$ cat config.mk
export PLATFORM = sky130hd
export DESIGN_NAME = pin_code_user_authenticator
export DESIGN_NICKNAME = d
export VERILOG_FILES = /design/src/design/pinauth_pkg.sv /design/src/design/pin_code_user_authenticator.sv /design/src/design/pinauth_ram.sv /design/src/design/pinauth_digit.sv /design/src/design/pinauth_scan.sv
export SDC_FILE = /design/constraint.sdc
export NUM_CORES = 1
export LEC_CHECK = 0
export BUFFER_PORTS_ARGS = -buffer_cell sky130_fd_sc_hd__buf_4
export CORE_MARGIN = 1.5
export CORE_UTILIZATION = 55
export DETAILED_ROUTE_END_ITERATION = 6
export PLACE_DENSITY = 0.79
export SKIP_CTS_REPAIR_TIMING = 1
export SLEW_MARGIN = 20
export SYNTH_ARGS = -nofsm -noshare
export SYNTH_HDL_FRONTEND = slang
export SYNTH_HIERARCHICAL = 1
export SYNTH_SLANG_ARGS = --single-unit
$ cat constraint.sdc
create_clock -name clk -period 3 [get_ports clk]
set_input_delay 0.15 -clock clk [delete_from_list [all_inputs] [get_ports clk]]
set_output_delay 0.15 -clock clk [all_outputs]
set_load 0.005 [all_outputs]
$ cat src/design/pinauth_pkg.sv
// Shared widths, codes and types of the keypad PIN authenticator.
package pinauth_pkg;

  localparam int CODE_W        = 14;
  localparam int KEY_W         = 5;
  localparam int IDX_W         = 4;
  localparam int CMD_W         = 2;
  localparam int UNUM_W        = 5;
  localparam int CNT_W         = 2;
  localparam int KEYS_W        = 4;
  localparam int CFG_W         = 5;
  localparam int CFG_ADDR_W    = 2;
  localparam int RADIX         = 10;
  localparam int DIGITS_DEF    = 4;
  localparam int MAX_USERS_DEF = 16;

  // Stream payload layout
  localparam int IN_DATA_W  = 24;
  localparam int OUT_DATA_W = 16;

  // Request kinds carried in tuser
  localparam logic [CMD_W-1:0] CMD_KEY     = 2'd0;
  localparam logic [CMD_W-1:0] CMD_LOAD    = 2'd1;
  localparam logic [CMD_W-1:0] CMD_RESTART = 2'd2;

  // Configuration register indexes
  localparam logic [CFG_ADDR_W-1:0] CFG_ENROLLED  = 2'd0;
  localparam logic [CFG_ADDR_W-1:0] CFG_KEYS      = 2'd1;
  localparam logic [CFG_ADDR_W-1:0] CFG_ZERO_KEY  = 2'd2;

  // Configuration reset values
  localparam logic [CFG_W-1:0]  ENROLLED_RST = 5'd0;
  localparam logic [KEYS_W-1:0] KEYS_RST     = 4'd10;
  localparam logic [KEY_W-1:0]  ZERO_KEY_RST = 5'd10;

  typedef enum logic [1:0] {
    ST_IDLE,
    ST_SCAN,
    ST_RESP
  } state_t;

  typedef struct packed {
    logic              done;
    logic              hit;
    logic [UNUM_W-1:0] user;
  } scan_st_t;

endpackage

$ cat src/design/pin_code_user_authenticator.sv
// Keypad PIN authenticator: digit collection, user table and sequential match.
// Timing: a request moves from idle to the response state, which publishes the result
//   once the output register is free; a key that completes a code first passes through the table scan.
// Throughput: one request at a time; ready stays low until the result is published.
// Reset (rst_n low, synchronous): clear code, digit count, success, user number,
//   sequencer and output valid; restore configuration defaults; keep the table.
module pin_code_user_authenticator
  import pinauth_pkg::*;
#(
  parameter int DIGITS    = DIGITS_DEF,
  parameter int MAX_USERS = MAX_USERS_DEF
) (
  input  logic                  clk,
  input  logic                  rst_n,
  // request stream
  input  logic                  in_tvalid,
  output logic                  in_tready,
  // key_code[4:0], entry_index[8:5], entry_code[22:9], zero pad [23]
  input  logic [IN_DATA_W-1:0]  in_tdata,
  // cmd[1:0]
  input  logic [CMD_W-1:0]      in_tuser,
  // result stream
  output logic                  out_tvalid,
  input  logic                  out_tready,
  // authenticated[0], user_number[5:1], mismatch[6], key_taken[7],
  // digits_entered[9:8], zero pad [15:10]
  output logic [OUT_DATA_W-1:0] out_tdata,
  // configuration write port
  input  logic                  cfg_wr_en,
  input  logic [CFG_ADDR_W-1:0] cfg_addr,
  input  logic [CFG_W-1:0]      cfg_wdata
);

  localparam int UW = (MAX_USERS > 1) ? $clog2(MAX_USERS) : 1;
  localparam int CW = $clog2(MAX_USERS + 1);

  // Request fields
  logic [KEY_W-1:0]  key_code;
  logic [IDX_W-1:0]  entry_index;
  logic [CODE_W-1:0] entry_code;
  logic              in_acc;

  assign key_code    = in_tdata[4:0];
  assign entry_index = in_tdata[8:5];
  assign entry_code  = in_tdata[22:9];
  assign in_acc      = in_tvalid && in_tready;

  // Configuration registers
  logic [CFG_W-1:0]  enrolled_r;
  logic [KEYS_W-1:0] keys_r;
  logic [KEY_W-1:0]  zero_key_r;

  always_ff @(posedge clk) begin
    if (!rst_n) begin
      enrolled_r <= ENROLLED_RST;
      keys_r     <= KEYS_RST;
      zero_key_r <= ZERO_KEY_RST;
    end else if (cfg_wr_en) begin
      case (cfg_addr)
        CFG_ENROLLED: enrolled_r <= cfg_wdata;
        CFG_KEYS:     keys_r     <= cfg_wdata[KEYS_W-1:0];
        CFG_ZERO_KEY: zero_key_r <= cfg_wdata;
        default:      ; // unused index: drop the write
      endcase
    end
  end

  // Clamp the enrolled count to the table size
  logic [CW-1:0] scan_count;
  assign scan_count = (32'(enrolled_r) > 32'(MAX_USERS)) ? CW'(MAX_USERS) : CW'(enrolled_r);

  // Authentication state
  state_t            state_r, state_nxt;
  logic [CODE_W-1:0] code_r, code_nxt;
  logic [CNT_W-1:0]  digit_cnt_r, digit_cnt_nxt;
  logic              success_r, success_nxt;
  logic [UNUM_W-1:0] user_r, user_nxt;
  logic              miss_r, miss_nxt;
  logic              taken_r, taken_nxt;
  logic              out_tvalid_r, out_tvalid_nxt;
  logic [OUT_DATA_W-1:0] out_tdata_r, out_tdata_nxt;

  // Digit datapath
  logic              key_take;
  logic [CODE_W-1:0] code_step;

  pinauth_digit u_digit (
    .key_code    (key_code),
    .keys_in_use (keys_r),
    .zero_key    (zero_key_r),
    .locked      (success_r),
    .code        (code_r),
    .take        (key_take),
    .code_nxt    (code_step)
  );

  // User table
  logic              tbl_wr_en;
  logic              tbl_rd_en;
  logic [UW-1:0]     tbl_rd_addr;
  logic [CODE_W-1:0] tbl_rd_data;

  pinauth_ram #(
    .WIDTH (CODE_W),
    .DEPTH (MAX_USERS)
  ) u_table (
    .clk     (clk),
    .wr_en   (tbl_wr_en),
    .wr_addr (UW'(entry_index)),
    .wr_data (entry_code),
    .rd_en   (tbl_rd_en),
    .rd_addr (tbl_rd_addr),
    .rd_data (tbl_rd_data)
  );

  // Shared compare sequencer
  logic     scan_start;
  scan_st_t scan_st;

  pinauth_scan #(
    .MAX_USERS (MAX_USERS)
  ) u_scan (
    .clk     (clk),
    .rst_n   (rst_n),
    .start   (scan_start),
    .code    (code_step),
    .count   (scan_count),
    .rd_data (tbl_rd_data),
    .rd_en   (tbl_rd_en),
    .rd_addr (tbl_rd_addr),
    .status  (scan_st)
  );

  logic code_done;
  assign code_done = ({1'b0, digit_cnt_r} + 3'd1) >= 3'(DIGITS);

  always_comb begin
    state_nxt      = state_r;
    code_nxt       = code_r;
    digit_cnt_nxt  = digit_cnt_r;
    success_nxt    = success_r;
    user_nxt       = user_r;
    miss_nxt       = miss_r;
    taken_nxt      = taken_r;
    out_tvalid_nxt = out_tvalid_r;
    out_tdata_nxt  = out_tdata_r;
    tbl_wr_en      = 1'b0;
    scan_start     = 1'b0;
    in_tready      = (state_r == ST_IDLE);

    // Retire the held result once the sink takes it
    if (out_tvalid_r && out_tready) begin
      out_tvalid_nxt = 1'b0;
    end

    case (state_r)
      ST_IDLE: begin
        if (in_acc) begin
          miss_nxt  = 1'b0;
          taken_nxt = 1'b0;
          state_nxt = ST_RESP;
          case (in_tuser)
            CMD_KEY: begin
              if (key_take) begin
                taken_nxt = 1'b1;
                if (code_done) begin
                  // full code: clear entry and scan the table
                  code_nxt      = '0;
                  digit_cnt_nxt = '0;
                  scan_start    = 1'b1;
                  state_nxt     = ST_SCAN;
                end else begin
                  code_nxt      = code_step;
                  digit_cnt_nxt = digit_cnt_r + CNT_W'(1);
                end
              end
            end
            CMD_LOAD: begin
              tbl_wr_en = (MAX_USERS >= 16) || (entry_index < IDX_W'(MAX_USERS));
            end
            CMD_RESTART: begin
              code_nxt      = '0;
              digit_cnt_nxt = '0;
              success_nxt   = 1'b0;
              user_nxt      = '0;
            end
            default: ; // unused request kind: change nothing
          endcase
        end
      end
      ST_SCAN: begin
        if (scan_st.done) begin
          if (scan_st.hit) begin
            success_nxt = 1'b1;
            user_nxt    = scan_st.user;
          end else begin
            miss_nxt    = 1'b1;
          end
          state_nxt = ST_RESP;
        end
      end
      ST_RESP: begin
        // Hold until the output register is free, then publish
        if (!out_tvalid_r || out_tready) begin
          out_tvalid_nxt = 1'b1;
          out_tdata_nxt  = {6'd0, digit_cnt_r, taken_r, miss_r,
                            success_r ? user_r : UNUM_W'(0), success_r};
          state_nxt      = ST_IDLE;
        end
      end
      default: state_nxt = ST_IDLE;
    endcase
  end

  always_ff @(posedge clk) begin
    if (!rst_n) begin
      state_r      <= ST_IDLE;
      code_r       <= '0;
      digit_cnt_r  <= '0;
      success_r    <= 1'b0;
      user_r       <= '0;
      out_tvalid_r <= 1'b0;
    end else begin
      state_r      <= state_nxt;
      code_r       <= code_nxt;
      digit_cnt_r  <= digit_cnt_nxt;
      success_r    <= success_nxt;
      user_r       <= user_nxt;
      out_tvalid_r <= out_tvalid_nxt;
    end
  end

  always_ff @(posedge clk) begin
    miss_r      <= miss_nxt;
    taken_r     <= taken_nxt;
    out_tdata_r <= out_tdata_nxt;
  end

  assign out_tvalid = out_tvalid_r;
  assign out_tdata  = out_tdata_r;

endmodule

$ cat src/design/pinauth_ram.sv
// Generic single-write, single-read RAM with registered read data.
module pinauth_ram #(
  parameter int WIDTH = 14,
  parameter int DEPTH = 16,
  localparam int AW = (DEPTH > 1) ? $clog2(DEPTH) : 1
) (
  input  logic             clk,
  input  logic             wr_en,
  input  logic [AW-1:0]    wr_addr,
  input  logic [WIDTH-1:0] wr_data,
  input  logic             rd_en,
  input  logic [AW-1:0]    rd_addr,
  output logic [WIDTH-1:0] rd_data
);

  logic [WIDTH-1:0] mem [DEPTH];
  logic [WIDTH-1:0] rd_data_r;

  always_ff @(posedge clk) begin
    if (wr_en) begin
      mem[wr_addr] <= wr_data;
    end
    if (rd_en) begin
      rd_data_r <= mem[rd_addr];
    end
  end

  assign rd_data = rd_data_r;

endmodule

$ cat src/design/pinauth_digit.sv
// Key qualification, digit mapping and decimal code accumulation.
module pinauth_digit
  import pinauth_pkg::*;
(
  input  logic [KEY_W-1:0]  key_code,
  input  logic [KEYS_W-1:0] keys_in_use,
  input  logic [KEY_W-1:0]  zero_key,
  input  logic              locked,
  input  logic [CODE_W-1:0] code,
  output logic              take,
  output logic [CODE_W-1:0] code_nxt
);

  logic [KEY_W-1:0] digit;

  always_comb begin
    take     = !locked && (key_code != '0) && (key_code <= {1'b0, keys_in_use});
    digit    = (key_code == zero_key) ? '0 : key_code;
    code_nxt = CODE_W'(code * CODE_W'(RADIX) + CODE_W'(digit));
  end

endmodule

$ cat src/design/pinauth_scan.sv
// Table scan: one shared compare unit walks the enrolled entries, one per cycle.
module pinauth_scan
  import pinauth_pkg::*;
#(
  parameter int MAX_USERS = MAX_USERS_DEF,
  localparam int UW = (MAX_USERS > 1) ? $clog2(MAX_USERS) : 1,
  localparam int CW = $clog2(MAX_USERS + 1)
) (
  input  logic              clk,
  input  logic              rst_n,
  input  logic              start,
  input  logic [CODE_W-1:0] code,
  input  logic [CW-1:0]     count,
  input  logic [CODE_W-1:0] rd_data,
  output logic              rd_en,
  output logic [UW-1:0]     rd_addr,
  output scan_st_t          status
);

  logic              busy_r, busy_nxt;
  logic              cmp_vld_r, cmp_vld_nxt;
  logic [CW-1:0]     scan_r, scan_nxt;
  logic [UW-1:0]     cmp_idx_r, cmp_idx_nxt;
  logic [CW-1:0]     count_r, count_nxt;
  logic [CODE_W-1:0] code_r, code_nxt;
  logic [CW-1:0]     cmp_num;

  always_comb begin
    rd_en   = busy_r && (scan_r < count_r);
    rd_addr = scan_r[UW-1:0];
    cmp_num = CW'(cmp_idx_r) + CW'(1);

    status      = '0;
    status.user = UNUM_W'(cmp_num);
    if (busy_r) begin
      if (cmp_vld_r && (rd_data == code_r)) begin
        status.done = 1'b1;
        status.hit  = 1'b1;
      end else if (cmp_vld_r && (cmp_num == count_r)) begin
        status.done = 1'b1;
      end else if (!cmp_vld_r && !rd_en) begin
        // empty table
        status.done = 1'b1;
      end
    end

    busy_nxt    = busy_r;
    cmp_vld_nxt = cmp_vld_r;
    scan_nxt    = scan_r;
    cmp_idx_nxt = cmp_idx_r;
    count_nxt   = count_r;
    code_nxt    = code_r;
    if (start) begin
      busy_nxt    = 1'b1;
      cmp_vld_nxt = 1'b0;
      scan_nxt    = '0;
      count_nxt   = count;
      code_nxt    = code;
    end else if (status.done) begin
      busy_nxt    = 1'b0;
      cmp_vld_nxt = 1'b0;
    end else if (busy_r) begin
      cmp_vld_nxt = rd_en;
      cmp_idx_nxt = scan_r[UW-1:0];
      if (rd_en) begin
        scan_nxt = scan_r + CW'(1);
      end
    end
  end

  always_ff @(posedge clk) begin
    if (!rst_n) begin
      busy_r    <= 1'b0;
      cmp_vld_r <= 1'b0;
      scan_r    <= '0;
    end else begin
      busy_r    <= busy_nxt;
      cmp_vld_r <= cmp_vld_nxt;
      scan_r    <= scan_nxt;
    end
  end

  always_ff @(posedge clk) begin
    cmp_idx_r <= cmp_idx_nxt;
    count_r   <= count_nxt;
    code_r    <= code_nxt;
  end

endmodule

==> key figures, run 1 <==
Detailed routing
  – Detailed-route wire length: 27,300 um
  – DR vias/cell: 5.75
  – Post-DRT Antenna Nets: 0
  – Initial DRC Count: 528
  – DRC viols: 0
  – Drt wl/cell: 21.0 um
  – DRT Pass-1 Iters: 4
  – DR vias: 7,496

Setup path
  – Setup CP Type: flop to flop
  – Crit-path max FO: 3
  – Startpoint types: flop
  – Reg-to-reg slack, setup: 0.15 ns
  – Crit path required time: 3.49 ns
  – Critical-path cell list: ha_1, ha_1, a211oi_1, o21bai_1, a41o_1, xnor2_1, nor4_2, xnor2_1, nand3_1, a21boi_1
  – CP max-delay cell: a211oi_1
  – Worst setup EP type: flop
  – Max incr delay on CP: 0.36 ns
  – WP data arrival: 3.34 ns

Global routing
  – Gr usage total: 0.216
  – Initial antenna violation count: 0
  – First-pass GRT wire length: 42,100 um
  – Largest net degree at the start of global routing: 62
  – Vias in the first global route: 7,642
  – Global route overflow: 0

Cells and area
  – Fillers: 1,635
  – Nets: 1,029
  – Antenna Cells: 0
  – Area Growth Syn to Fin: 17.2%
  – Share of cells above drive strength 1: 0.249

Status
  – Status: complete, no violations

STA
  – Post-route setup slack: 0.150 ns
  – Slew Limit Headroom: 0.438
  – Max Slew Vio Count: 0
  – Layout Skew: 0.0217 ns
  – Final min period: 2.85 ns
  – Final hold vios: 0
  – Tcrit/Tclk final: 0.950
  – Max Clk Rate: 0.351 GHz
  – Setup violations, final: 0
  – Worst hold margin: 0.0124 ns
  – Worst slew pin tran: 0.844 ns

Floorplanning
  – Boundary Pins: 56
  – Rows: 57
  – Die area: 0.0255 mm^2
  – Die height: 160 um
  – Core area: 0.0242 mm^2
  – Die X: 160 um
  – Initial core utilization: 0.558

Clock network
  – CTS Sinks: 318
  – CTS tree: built
  – Max clock buf depth: 3
  – Cts bufs inserted: 31
  – CTS H-tree depth: 1
  – Clock Pin Slew Worst Setup and Hold Paths: 0.06 ns
  – Clk Latency, worst-skew pair: 0.57 ns
  – CTS root buf: clkbuf_16

Power
  – Power Density: 561 mW/mm^2
  – Leak: 5.54 nW
  – VDD IR max: 0.596 mV

Job
  – Max-Cap Viols: 0

Min path
  – Hold WC Path Type: input port to flop

Logic synthesis
  – YS warnings: 6
  – Syn avg cell area: 16.4 um^2
  – Count of mapped cells out of synthesis: 823
  – Post-Syn Area: 0.0135 mm^2

Place
  – PortBufs: 48
  – Placement Setup Slack: -0.0954 ns
  – DP HPWL: 17,100 um
  – GPL Wtd Cong: 0.800
[worst paths after layout]
kind | startpoint | end | cells after the start
setup / recovery | code_r[2] | code_r[12] | 10
hold / removal | cfg_addr[0] | enrolled_r[3] | 4
setup reg to reg | code_r[2] | code_r[12] | 10
hold reg to reg | miss_r | out_tdata[6] | 0
[layout make-up]
| cell class | instances | area [um^2] | share of cell area |
|---|---|---|---|
| Clock buffer | 34 | 787 | 0.0498 |
| Multi-Input combinational cell | 456 | 4190 | 0.265 |
| Timing Repair Buffer | 133 | 1080 | 0.0681 |
| Inverter | 15 | 56.3 | 0.00356 |
| Clock inverter | 23 | 188 | 0.0119 |
| Tap cell | 324 | 405 | 0.0256 |
| Sequential cell | 318 | 9100 | 0.576 |
[routing by layer]
metal / track usage / share of wire / up-vias
li1: - / - / 3455
met1: 0.280 / 0.40 / 3753
met2: 0.381 / 0.52 / 239
met3: 0.0377 / 0.060 / 49
met4: 0.0540 / 0.020 / 0
met5: 0 / 0 / -
[cells in the final DEF, fill, tap and decap left out, types with 17 or more instances in the layout]
| cell | n |
|---|---|
| edfxtp_1 | 273 |
| buf_4 | 106 |
| nand2_1 | 56 |
| mux4_2 | 56 |
| dfxtp_1 | 43 |
| ha_1 | 32 |
| clkbuf_16 | 31 |
| xnor2_1 | 31 |
| a22oi_1 | 28 |
| nand3_1 | 26 |
| nor2_1 | 26 |
| dlygate4sd3_1 | 26 |
| nor2b_1 | 21 |
| mux2i_1 | 17 |
[sequential cells by signal, summed over array words and instances (netlist names)]
name and count:
u_table/rd_data 14, user_r 5, out_tvalid 1, taken_r 1
u_scan/cmp_vld_r 1, digit_cnt_r 2, u_scan/cmp_idx_r 4, u_scan/count_r 5
keys_r 4, state_r 2, success_r 1, u_scan/scan_r 5
u_scan/busy_r 1, code_r 13, u_scan/code_r 14, enrolled_r 5
zero_key_r 5, u_table/mem 224, out_tdata 10, miss_r 1
[report_power, final]
part | internal (mW) | switching (mW)
Sequential | 4.82 | 0.0140
Combinational | 0.148 | 0.179
Clock | 2.07 | 1.63
Total | 7.04 | 1.82
[worst max-delay path: cells and delay by family, from the launching register on]
family	cells	cell delay, ns
adders and majority gates	2	0.67
xor gates and xnor gates	2	0.37
AOI/OAI and AO/OA	4	0.96
DFF	1	0.34
and+or+nand+nor	2	0.44
[through the flow]
stage          total power [mW]  area, um^2  setup TNS (ns)  std cells   util
6_report                   8.86       15800               0       1303  0.654
5_1_grt                    9.12       15800         -0.0292       1303  0.654
4_1_cts                    8.89       15500          -0.141       1274  0.639
3_5_place_dp               5.22       14500         -0.0954       1217  0.599
3_3_place_gp               5.21       14500         -0.0471       1217  0.599
2_1_floorplan              5.07       13500               0        828      -
No activity file was read; power rests on OpenSTA's default activity.
==> run 2: changes to the inputs <==
- ABC_AREA: default -> 1
- CORE_UTILIZATION: 55 -> 56
- PLACE_DENSITY: 0.79 -> 0.8
- TNS_END_PERCENT: default -> 10
==> run 2 against run 1 <==
Critical path depth rose by 8. Global-route usage grew 1.8 points. Core utilization is essentially flat. Clock skew grew 0.0098 ns. Routed wire length rose by 22%. Largest cell class unchanged.
==> key figures, run 2 <==
Status
  – Status: complete, no violations (unchanged)

Clock network
  – Clock Pin Slew Worst Setup and Hold Paths: 0.06 ns (about the same)
  – CTS tree: built (unchanged)
  – Max clock buf depth: 3 (unchanged)
  – Cts bufs inserted: 35 (was 31)
  – CTS H-tree depth: 2 (was 1)
  – CTS root buf: clkbuf_16 (unchanged)
  – Clk Latency, worst-skew pair: 0.53 ns (was 0.57 ns)
  – CTS Sinks: 318 (unchanged)

STA
  – Final hold vios: 0 (unchanged)
  – Max Clk Rate: 0.349 GHz (was 0.351 GHz)
  – Tcrit/Tclk final: 0.955 (was 0.950)
  – Post-route setup slack: 0.134 ns (was 0.150 ns)
  – Final min period: 2.87 ns (was 2.85 ns)
  – Worst slew pin tran: 0.780 ns (was 0.844 ns)
  – Layout Skew: 0.0315 ns (was 0.0217 ns)
  – Max Slew Vio Count: 0 (unchanged)
  – Slew Limit Headroom: 0.478 (was 0.438)
  – Setup violations, final: 0 (unchanged)

Floorplanning
  – Initial core utilization: 0.574 (was 0.558)
  – Rows: 59 (was 57)
  – Core area: 0.0263 mm^2 (was 0.0242 mm^2)
  – Boundary Pins: 56 (unchanged)
  – Die X: 167 um (was 160 um)
  – Die area: 0.0279 mm^2 (was 0.0255 mm^2)
  – Die height: 167 um (was 160 um)

Detailed routing
  – DRC viols: 0 (unchanged)
  – DR vias/cell: 5.36 (was 5.75)
  – Drt wl/cell: 16.2 um (was 21.0 um)
  – DRT Pass-1 Iters: 6 (was 4)
  – Detailed-route wire length: 33,400 um (was 27,300 um)
  – DR vias: 11,000 (was 7,496)
  – Post-DRT Antenna Nets: 0 (unchanged)
  – Initial DRC Count: 1,143 (was 528)

Cells and area
  – Max FFs per register: 224 (unchanged)
  – Fillers: 1,930 (was 1,635)
  – Antenna Cells: 0 (unchanged)
  – Post-Layout Cell Count: 2,060 (was 1,303)
  – Leading cell type in the layout, fill and taps excluded: nand2_1 (was edfxtp_1)
  – Final Cell Area: 0.0172 mm^2 (was 0.0158 mm^2)
  – Final core occ: 0.653 (was 0.654)
  – Nets: 1,772 (was 1,029)
  – Share of cells above drive strength 1: 0.0980 (was 0.249)
  – Area Growth Syn to Fin: 13.8% (was 17.2%)
  – Commonest cells after routing, fill and taps aside: 467 x nand2_1, 279 x inv_1, 273 x edfxtp_1 (was 273 x edfxtp_1, 106 x buf_4, 56 x nand2_1, 56 x mux4_2, 43 x dfxtp_1)
  – Reg with most FFs: u_table/mem (unchanged)

Power
  – Switching share of power: 0.220 (was 0.206)
  – VDD IR max: 0.515 mV (was 0.596 mV)
  – Internal: 7.50 mW (was 7.04 mW)
  – Clock power frac: 0.441 (was 0.418)
  – Net Switching: 2.12 mW (was 1.82 mW)
  – Combinational share of power: 0.052 (was 0.037)
  – Power Total: 9.62 mW (was 8.86 mW)
  – Leak: 7.66 nW (was 5.54 nW)
  – Sequential share of power: 0.507 (was 0.545)
  – Power Density: 560 mW/mm^2 (was 561 mW/mm^2)

Place
  – PortBufs: 48 (unchanged)
  – DP HPWL: 20,100 um (was 17,100 um)
  – Cell area after placement: 0.0157 mm^2 (was 0.0145 mm^2)
  – Placement Setup Slack: 0.135 ns (was -0.0954 ns)
  – GPL Wtd Cong: 0.863 (was 0.800)
  – DP Cell Count: 1,971 (was 1,217)

Global routing
  – Routing usage on met3: 0.0326 (was 0.0377)
  – Largest net degree at the start of global routing: 115 (was 62)
  – First-pass GRT wire length: 51,500 um (was 42,100 um)
  – Initial antenna violation count: 1 (was 0)
  – Global routing usage on met2: 0.420 (was 0.381)
  – GRT busiest layer: met2 (unchanged)
  – Gr usage total: 0.234 (was 0.216)
  – Global route overflow: 0 (unchanged)
  – Vias in the first global route: 10,400 (was 7,642)
  – Met1 Use GR: 0.285 (was 0.280)

Min path
  – WHS Path Cells: 4 (unchanged)
  – Hold WC Path Type: input port to flop (unchanged)
  – Min-delay src: cfg_addr[0] (unchanged)
  – Hold endpoint: keys_r[3] (was enrolled_r[3])

Setup path
  – Setup CP Type: flop to flop (unchanged)
  – Crit path required time: 3.45 ns (was 3.49 ns)
  – RR Endpoint: code_r[11] (was code_r[12])
  – Worst setup EP type: flop (unchanged)
  – WP data arrival: 3.31 ns (was 3.34 ns)
  – Crit-path max FO: 5 (was 3)
  – R2r startpoint: zero_key_r[4] (was code_r[2])
  – Worst R2R Path Depth: 18 (was 10)
  – Reg-to-reg slack, setup: 0.13 ns (was 0.15 ns)
  – Startpoint types: flop (unchanged)

Job
  – Max-Cap Viols: 0 (unchanged)

Logic synthesis
  – Syn avg cell area: 9.34 um^2 (was 16.4 um^2)
  – Count of mapped cells out of synthesis: 1,616 (was 823)
  – Post-Syn Area: 0.0151 mm^2 (was 0.0135 mm^2)
  – YS warnings: 6 (unchanged)
==> run 2: layout make-up <==
type	instances	area [um^2]	share of cell area
flip-flops and latches	318	9100	0.530
well taps	335	419	0.0244
multi-input cells	948	4520	0.263
repair buffers	104	866	0.0504
inverters	291	1110	0.0646
clock inverters	26	258	0.0150
clock buffers	38	897	0.0522
==> run 2: worst max-delay path by stage <==
stage / startpoint / to / slack (ns)
2_1_floorplan: zero_key_r[4] / code_r[11] / 0.56
3_3_place_gp: zero_key_r[4] / code_r[12] / 0.32
3_5_place_dp: zero_key_r[4] / code_r[11] / 0.14
4_1_cts: zero_key_r[4] / code_r[11] / 0.03
5_1_grt: zero_key_r[4] / code_r[11] / -0.01
6_report: zero_key_r[4] / code_r[11] / 0.13
==> run 2: power by group through the flow <==
| stage | clock network, mW | registers [mW] | logic, mW |
|---|---|---|---|
| 2_1_floorplan | 0 | 4.97 | 0.294 |
| 3_3_place_gp | 0 | 4.97 | 0.443 |
| 3_5_place_dp | 0 | 4.97 | 0.461 |
| 4_1_cts | 4.27 | 4.88 | 0.464 |
| 5_1_grt | 4.43 | 4.88 | 0.558 |
| 6_report | 4.24 | 4.88 | 0.502 |
==> run 2: critical path: stages (launching register included) <==
cell and delay, ns:
dfxtp_2 0.34, xor2_2 0.17, a221oi_2 0.21, and3b_2 0.29, nor2_1 0.06, ha_2 0.19
fa_1 0.42, inv_1 0.08, nor2_1 0.06, nor2_1 0.11, nor2_2 0.06, nand2_1 0.08
nor2_2 0.05, nand3_2 0.10, xor2_2 0.17, nand3_1 0.10, nand2_1 0.09, o21ai_0 0.11
nor2_1 0.13
==> run 2: stage by stage <==
step | hold slack [ns] | setup TNS (ns)
floorplan | 0.249 | 0
CTS | -0.148 | 0
finish | 0.0573 | 0
global route | 0.0831 | -0.0143
detailed placement | 0.387 | 0
global placement | 0.379 | 0
==> run 2: per-layer routing <==
metal	share of wire	vias up
met5	0	-
met3	0.079	83
li1	-	5341
met2	0.50	500
met1	0.39	5125
met4	0.029	0
==> run 3: changes to the inputs <==
- CORE_UTILIZATION: 56 -> 60
- PLACE_DENSITY: 0.8 -> 0.82
- SKIP_CTS_REPAIR_TIMING: 1 -> default
- clock period: 3 -> 3.15 ns (I/O delays scaled with it)
==> run 3 against run 2 <==
Clock skew is 0.012 ns lower. Via count is 1.0% higher. Routed wire length is 1.1% higher. Largest power group unchanged. Flip-flop and latch count stayed put. Sequential share of layout area is 0.34 points higher. Critical path depth is 2 lower. Critical path type unchanged. Cell count is 0.63% lower. Core utilization is 4.4 points higher. Final area is 0.65% lower.
==> key figures, run 3 (same netlist as run 2, synthesis figures left out) <==
Place
  – Placement Setup Slack: 0.363 ns (was 0.135 ns)
  – DP Cell Count: 1,960 (was 1,971)
  – PortBufs: 48 (unchanged)
  – GPL Wtd Cong: 0.850 (was 0.863)
  – DP HPWL: 20,700 um (was 20,100 um)

Setup path
  – Crit-path most repeated cell: nand2_1 (was nor2_1)
  – Crit-path max FO: 5 (unchanged)
  – Setup CP Type: flop to flop (unchanged)
  – WP data arrival: 3.30 ns (was 3.31 ns)
  – R2r startpoint: zero_key_r[4] (unchanged)
  – CP endpoint: code_r[10] (was code_r[11])
  – Crit path required time: 3.59 ns (was 3.45 ns)
  – Levels on crit path: 16 (was 18)
  – CP top delay family: simple AND/OR/NAND/NOR gates (unchanged)
  – Buf+Inv Stages, Crit Path: 0 (was 1)
  – CP max-delay cell: ha_1 (was fa_1)
  – Crit path from: zero_key_r[4] (unchanged)
  – Worst R2R Path Depth: 16 (was 18)
  – RR Endpoint: code_r[10] (was code_r[11])
  – Critical-path cell list: xor2_1, a221oi_1, and3b_1, nor2_1, ha_1, nand3_1, nand2_1, nand2_1, a21oi_1, nand2_1, nor2_2, xor2_1, nand3_1, nand2_1, o21ai_0, nor2_1 (was xor2_2, a221oi_2, and3b_2, nor2_1, ha_2, fa_1, inv_1, nor2_1, nor2_1, nor2_2, nand2_1, nor2_2, nand3_2, xor2_2, nand3_1, nand2_1, o21ai_0, nor2_1)
  – Worst setup EP type: flop (unchanged)
  – Max incr delay on CP: 0.34 ns (was 0.42 ns)
  – Reg-to-reg slack, setup: 0.29 ns (was 0.13 ns)
  – Startpoint types: flop (unchanged)

Detailed routing
  – DRC viols: 0 (unchanged)
  – Initial DRC Count: 1,169 (was 1,143)
  – DR vias/cell: 5.45 (was 5.36)
  – Detailed-route wire length: 33,800 um (was 33,400 um)
  – Drt wl/cell: 16.5 um (was 16.2 um)
  – Post-DRT Antenna Nets: 0 (unchanged)
  – DRT Pass-1 Iters: 5 (was 6)
  – DR vias: 11,200 (was 11,000)

Job
  – Max-Cap Viols: 0 (unchanged)

Cells and area
  – Leading cell type in the layout, fill and taps excluded: nand2_1 (unchanged)
  – Sequential cell area: 0.00910 mm^2 (about the same)
  – Area Growth Syn to Fin: 13.1% (was 13.8%)
  – Fillers: 1,709 (was 1,930)
  – Share of cells above drive strength 1: 0.0900 (was 0.0980)
  – Nets: 1,771 (was 1,772)
  – Reg with most FFs: u_table/mem (unchanged)
  – Max FFs per register: 224 (unchanged)
  – Antenna Cells: 0 (unchanged)
  – Commonest cells after routing, fill and taps aside: 467 x nand2_1, 278 x inv_1, 273 x edfxtp_1 (was 467 x nand2_1, 279 x inv_1, 273 x edfxtp_1)
  – Multi-input gate area: 0.00449 mm^2 (was 0.00452 mm^2)
  – Post-Layout Cell Count: 2,047 (was 2,060)

Clock network
  – CTS Sinks: 318 (unchanged)
  – CTS H-tree depth: 2 (unchanged)
  – Cts bufs inserted: 34 (was 35)
  – Clk Latency, worst-skew pair: 0.52 ns (was 0.53 ns)
  – CTS tree: built (unchanged)
  – Post-CTS sizing: 0
  – CTS root buf: clkbuf_16 (unchanged)
  – Clock Pin Slew Worst Setup and Hold Paths: 0.06 ns (about the same)
  – Max clock buf depth: 3 (unchanged)

Floorplanning
  – Die height: 162 um (was 167 um)
  – Boundary Pins: 56 (unchanged)
  – Initial core utilization: 0.617 (was 0.574)
  – Die area: 0.0261 mm^2 (was 0.0279 mm^2)
  – Core area: 0.0245 mm^2 (was 0.0263 mm^2)
  – Die X: 162 um (was 167 um)
  – Rows: 57 (was 59)

Global routing
  – Global route overflow: 0 (unchanged)
  – Met1 Use GR: 0.322 (was 0.285)
  – GRT busiest layer: met2 (unchanged)
  – First-pass GRT wire length: 53,300 um (was 51,500 um)
  – Gr usage total: 0.262 (was 0.234)
  – Largest net degree at the start of global routing: 68 (was 115)
  – Vias in the first global route: 10,800 (was 10,400)
  – Global routing usage on met2: 0.467 (was 0.420)
  – Initial antenna violation count: 0 (was 1)
  – Routing usage on met3: 0.0372 (was 0.0326)

STA
  – Final hold vios: 0 (unchanged)
  – Final min period: 2.86 ns (was 2.87 ns)
  – Layout Skew: 0.0198 ns (was 0.0315 ns)
  – Slew Limit Headroom: 0.493 (was 0.478)
  – Post-route setup slack: 0.288 ns (was 0.134 ns)
  – Setup violations, final: 0 (unchanged)
  – Post-route setup TNS: 0 ns (unchanged)
  – Max Clk Rate: 0.349 GHz (about the same)
  – Max Slew Vio Count: 0 (unchanged)
  – RSZ-0062 raised after global routing: no
  – Tcrit/Tclk final: 0.909 (was 0.955)
  – Worst slew pin tran: 0.758 ns (was 0.780 ns)

Power
  – Power Total: 9.06 mW (was 9.62 mW)
  – Power Density: 531 mW/mm^2 (was 560 mW/mm^2)
  – VDD IR max: 0.442 mV (was 0.515 mV)
  – Leak: 7.63 nW (was 7.66 nW)

Status
  – Status: complete, no violations (unchanged)

Min path
  – Hold WC Path Type: input port to flop (unchanged)
run 3: cell count changes in the layout (fill, tap and decap cells not counted), moves of 2 or more:
cell | before | now
clkbuf_1 | 2 | 10
clkinv_1 | 11 | 7
inv_6 | 4 | 1
clkinv_2 | 5 | 7
clkinvlp_4 | 3 | 1
xor2_1 | 8 | 10
xor2_2 | 3 | 1
run 3: area by class of cell:
cell class                 count  share of cell area
inverter                     291              0.0650
clock buffer                  46              0.0543
sequential                   318               0.534
timing repair buffer         104              0.0502
multi-input combinational    948               0.263
clock inverter                16              0.0101
tap                          324              0.0238
run 3: timing repair:
item	in CTS	in global routing
buffers inserted	0	0
hold endpoints to repair	235	0
hold buffers	25	0
run 3: worst min-delay path, stage by stage:
cell     delay, ns
buf_4         0.12
nand3_1       0.15
o21ai_0       0.10
nor2_1        0.09
run 3: stage by stage:
stage / hold WS, ns / instance area [um^2] / util
floorplan: 0.256 / 15100 / -
global route: 0.175 / 17100 / 0.697
finish: 0.139 / 17100 / 0.697
CTS: 0.113 / 17100 / 0.697
detailed placement: 0.396 / 15700 / 0.642
global placement: 0.386 / 15700 / 0.642
run 3: worst min-delay path by stage:
stage                            start                 to  slack (ns)  cells past startpoint
after floorplan            in_tdata[9]  u_table/mem[0][0]        0.26                      0
after global placement    cfg_wdata[3]      zero_key_r[3]        0.39                      3
after detailed placement  cfg_wdata[3]          keys_r[3]        0.40                      3
after CTS                  cfg_addr[0]      zero_key_r[3]        0.11                      5
after global routing         cfg_wr_en      zero_key_r[1]        0.18                      4
final                        cfg_wr_en          keys_r[2]        0.14                      4
run 3: power breakdown:
| part | switching (mW) | total, mW | leakage, nW | internal, mW |
|---|---|---|---|---|
| logic | 0.296 | 0.476 | 4.26 | 0.180 |
| registers | 0.0295 | 4.65 | 2.83 | 4.62 |
| clock network | 1.61 | 3.94 | 0.539 | 2.33 |
run 3: per-layer routing:
| metal | vias to the layer above | share of wire |
|---|---|---|
| li1 | 5342 | - |
| met1 | 5210 | 0.38 |
| met2 | 510 | 0.51 |
| met3 | 97 | 0.074 |
| met4 | 0 | 0.030 |
| met5 | - | 0 |
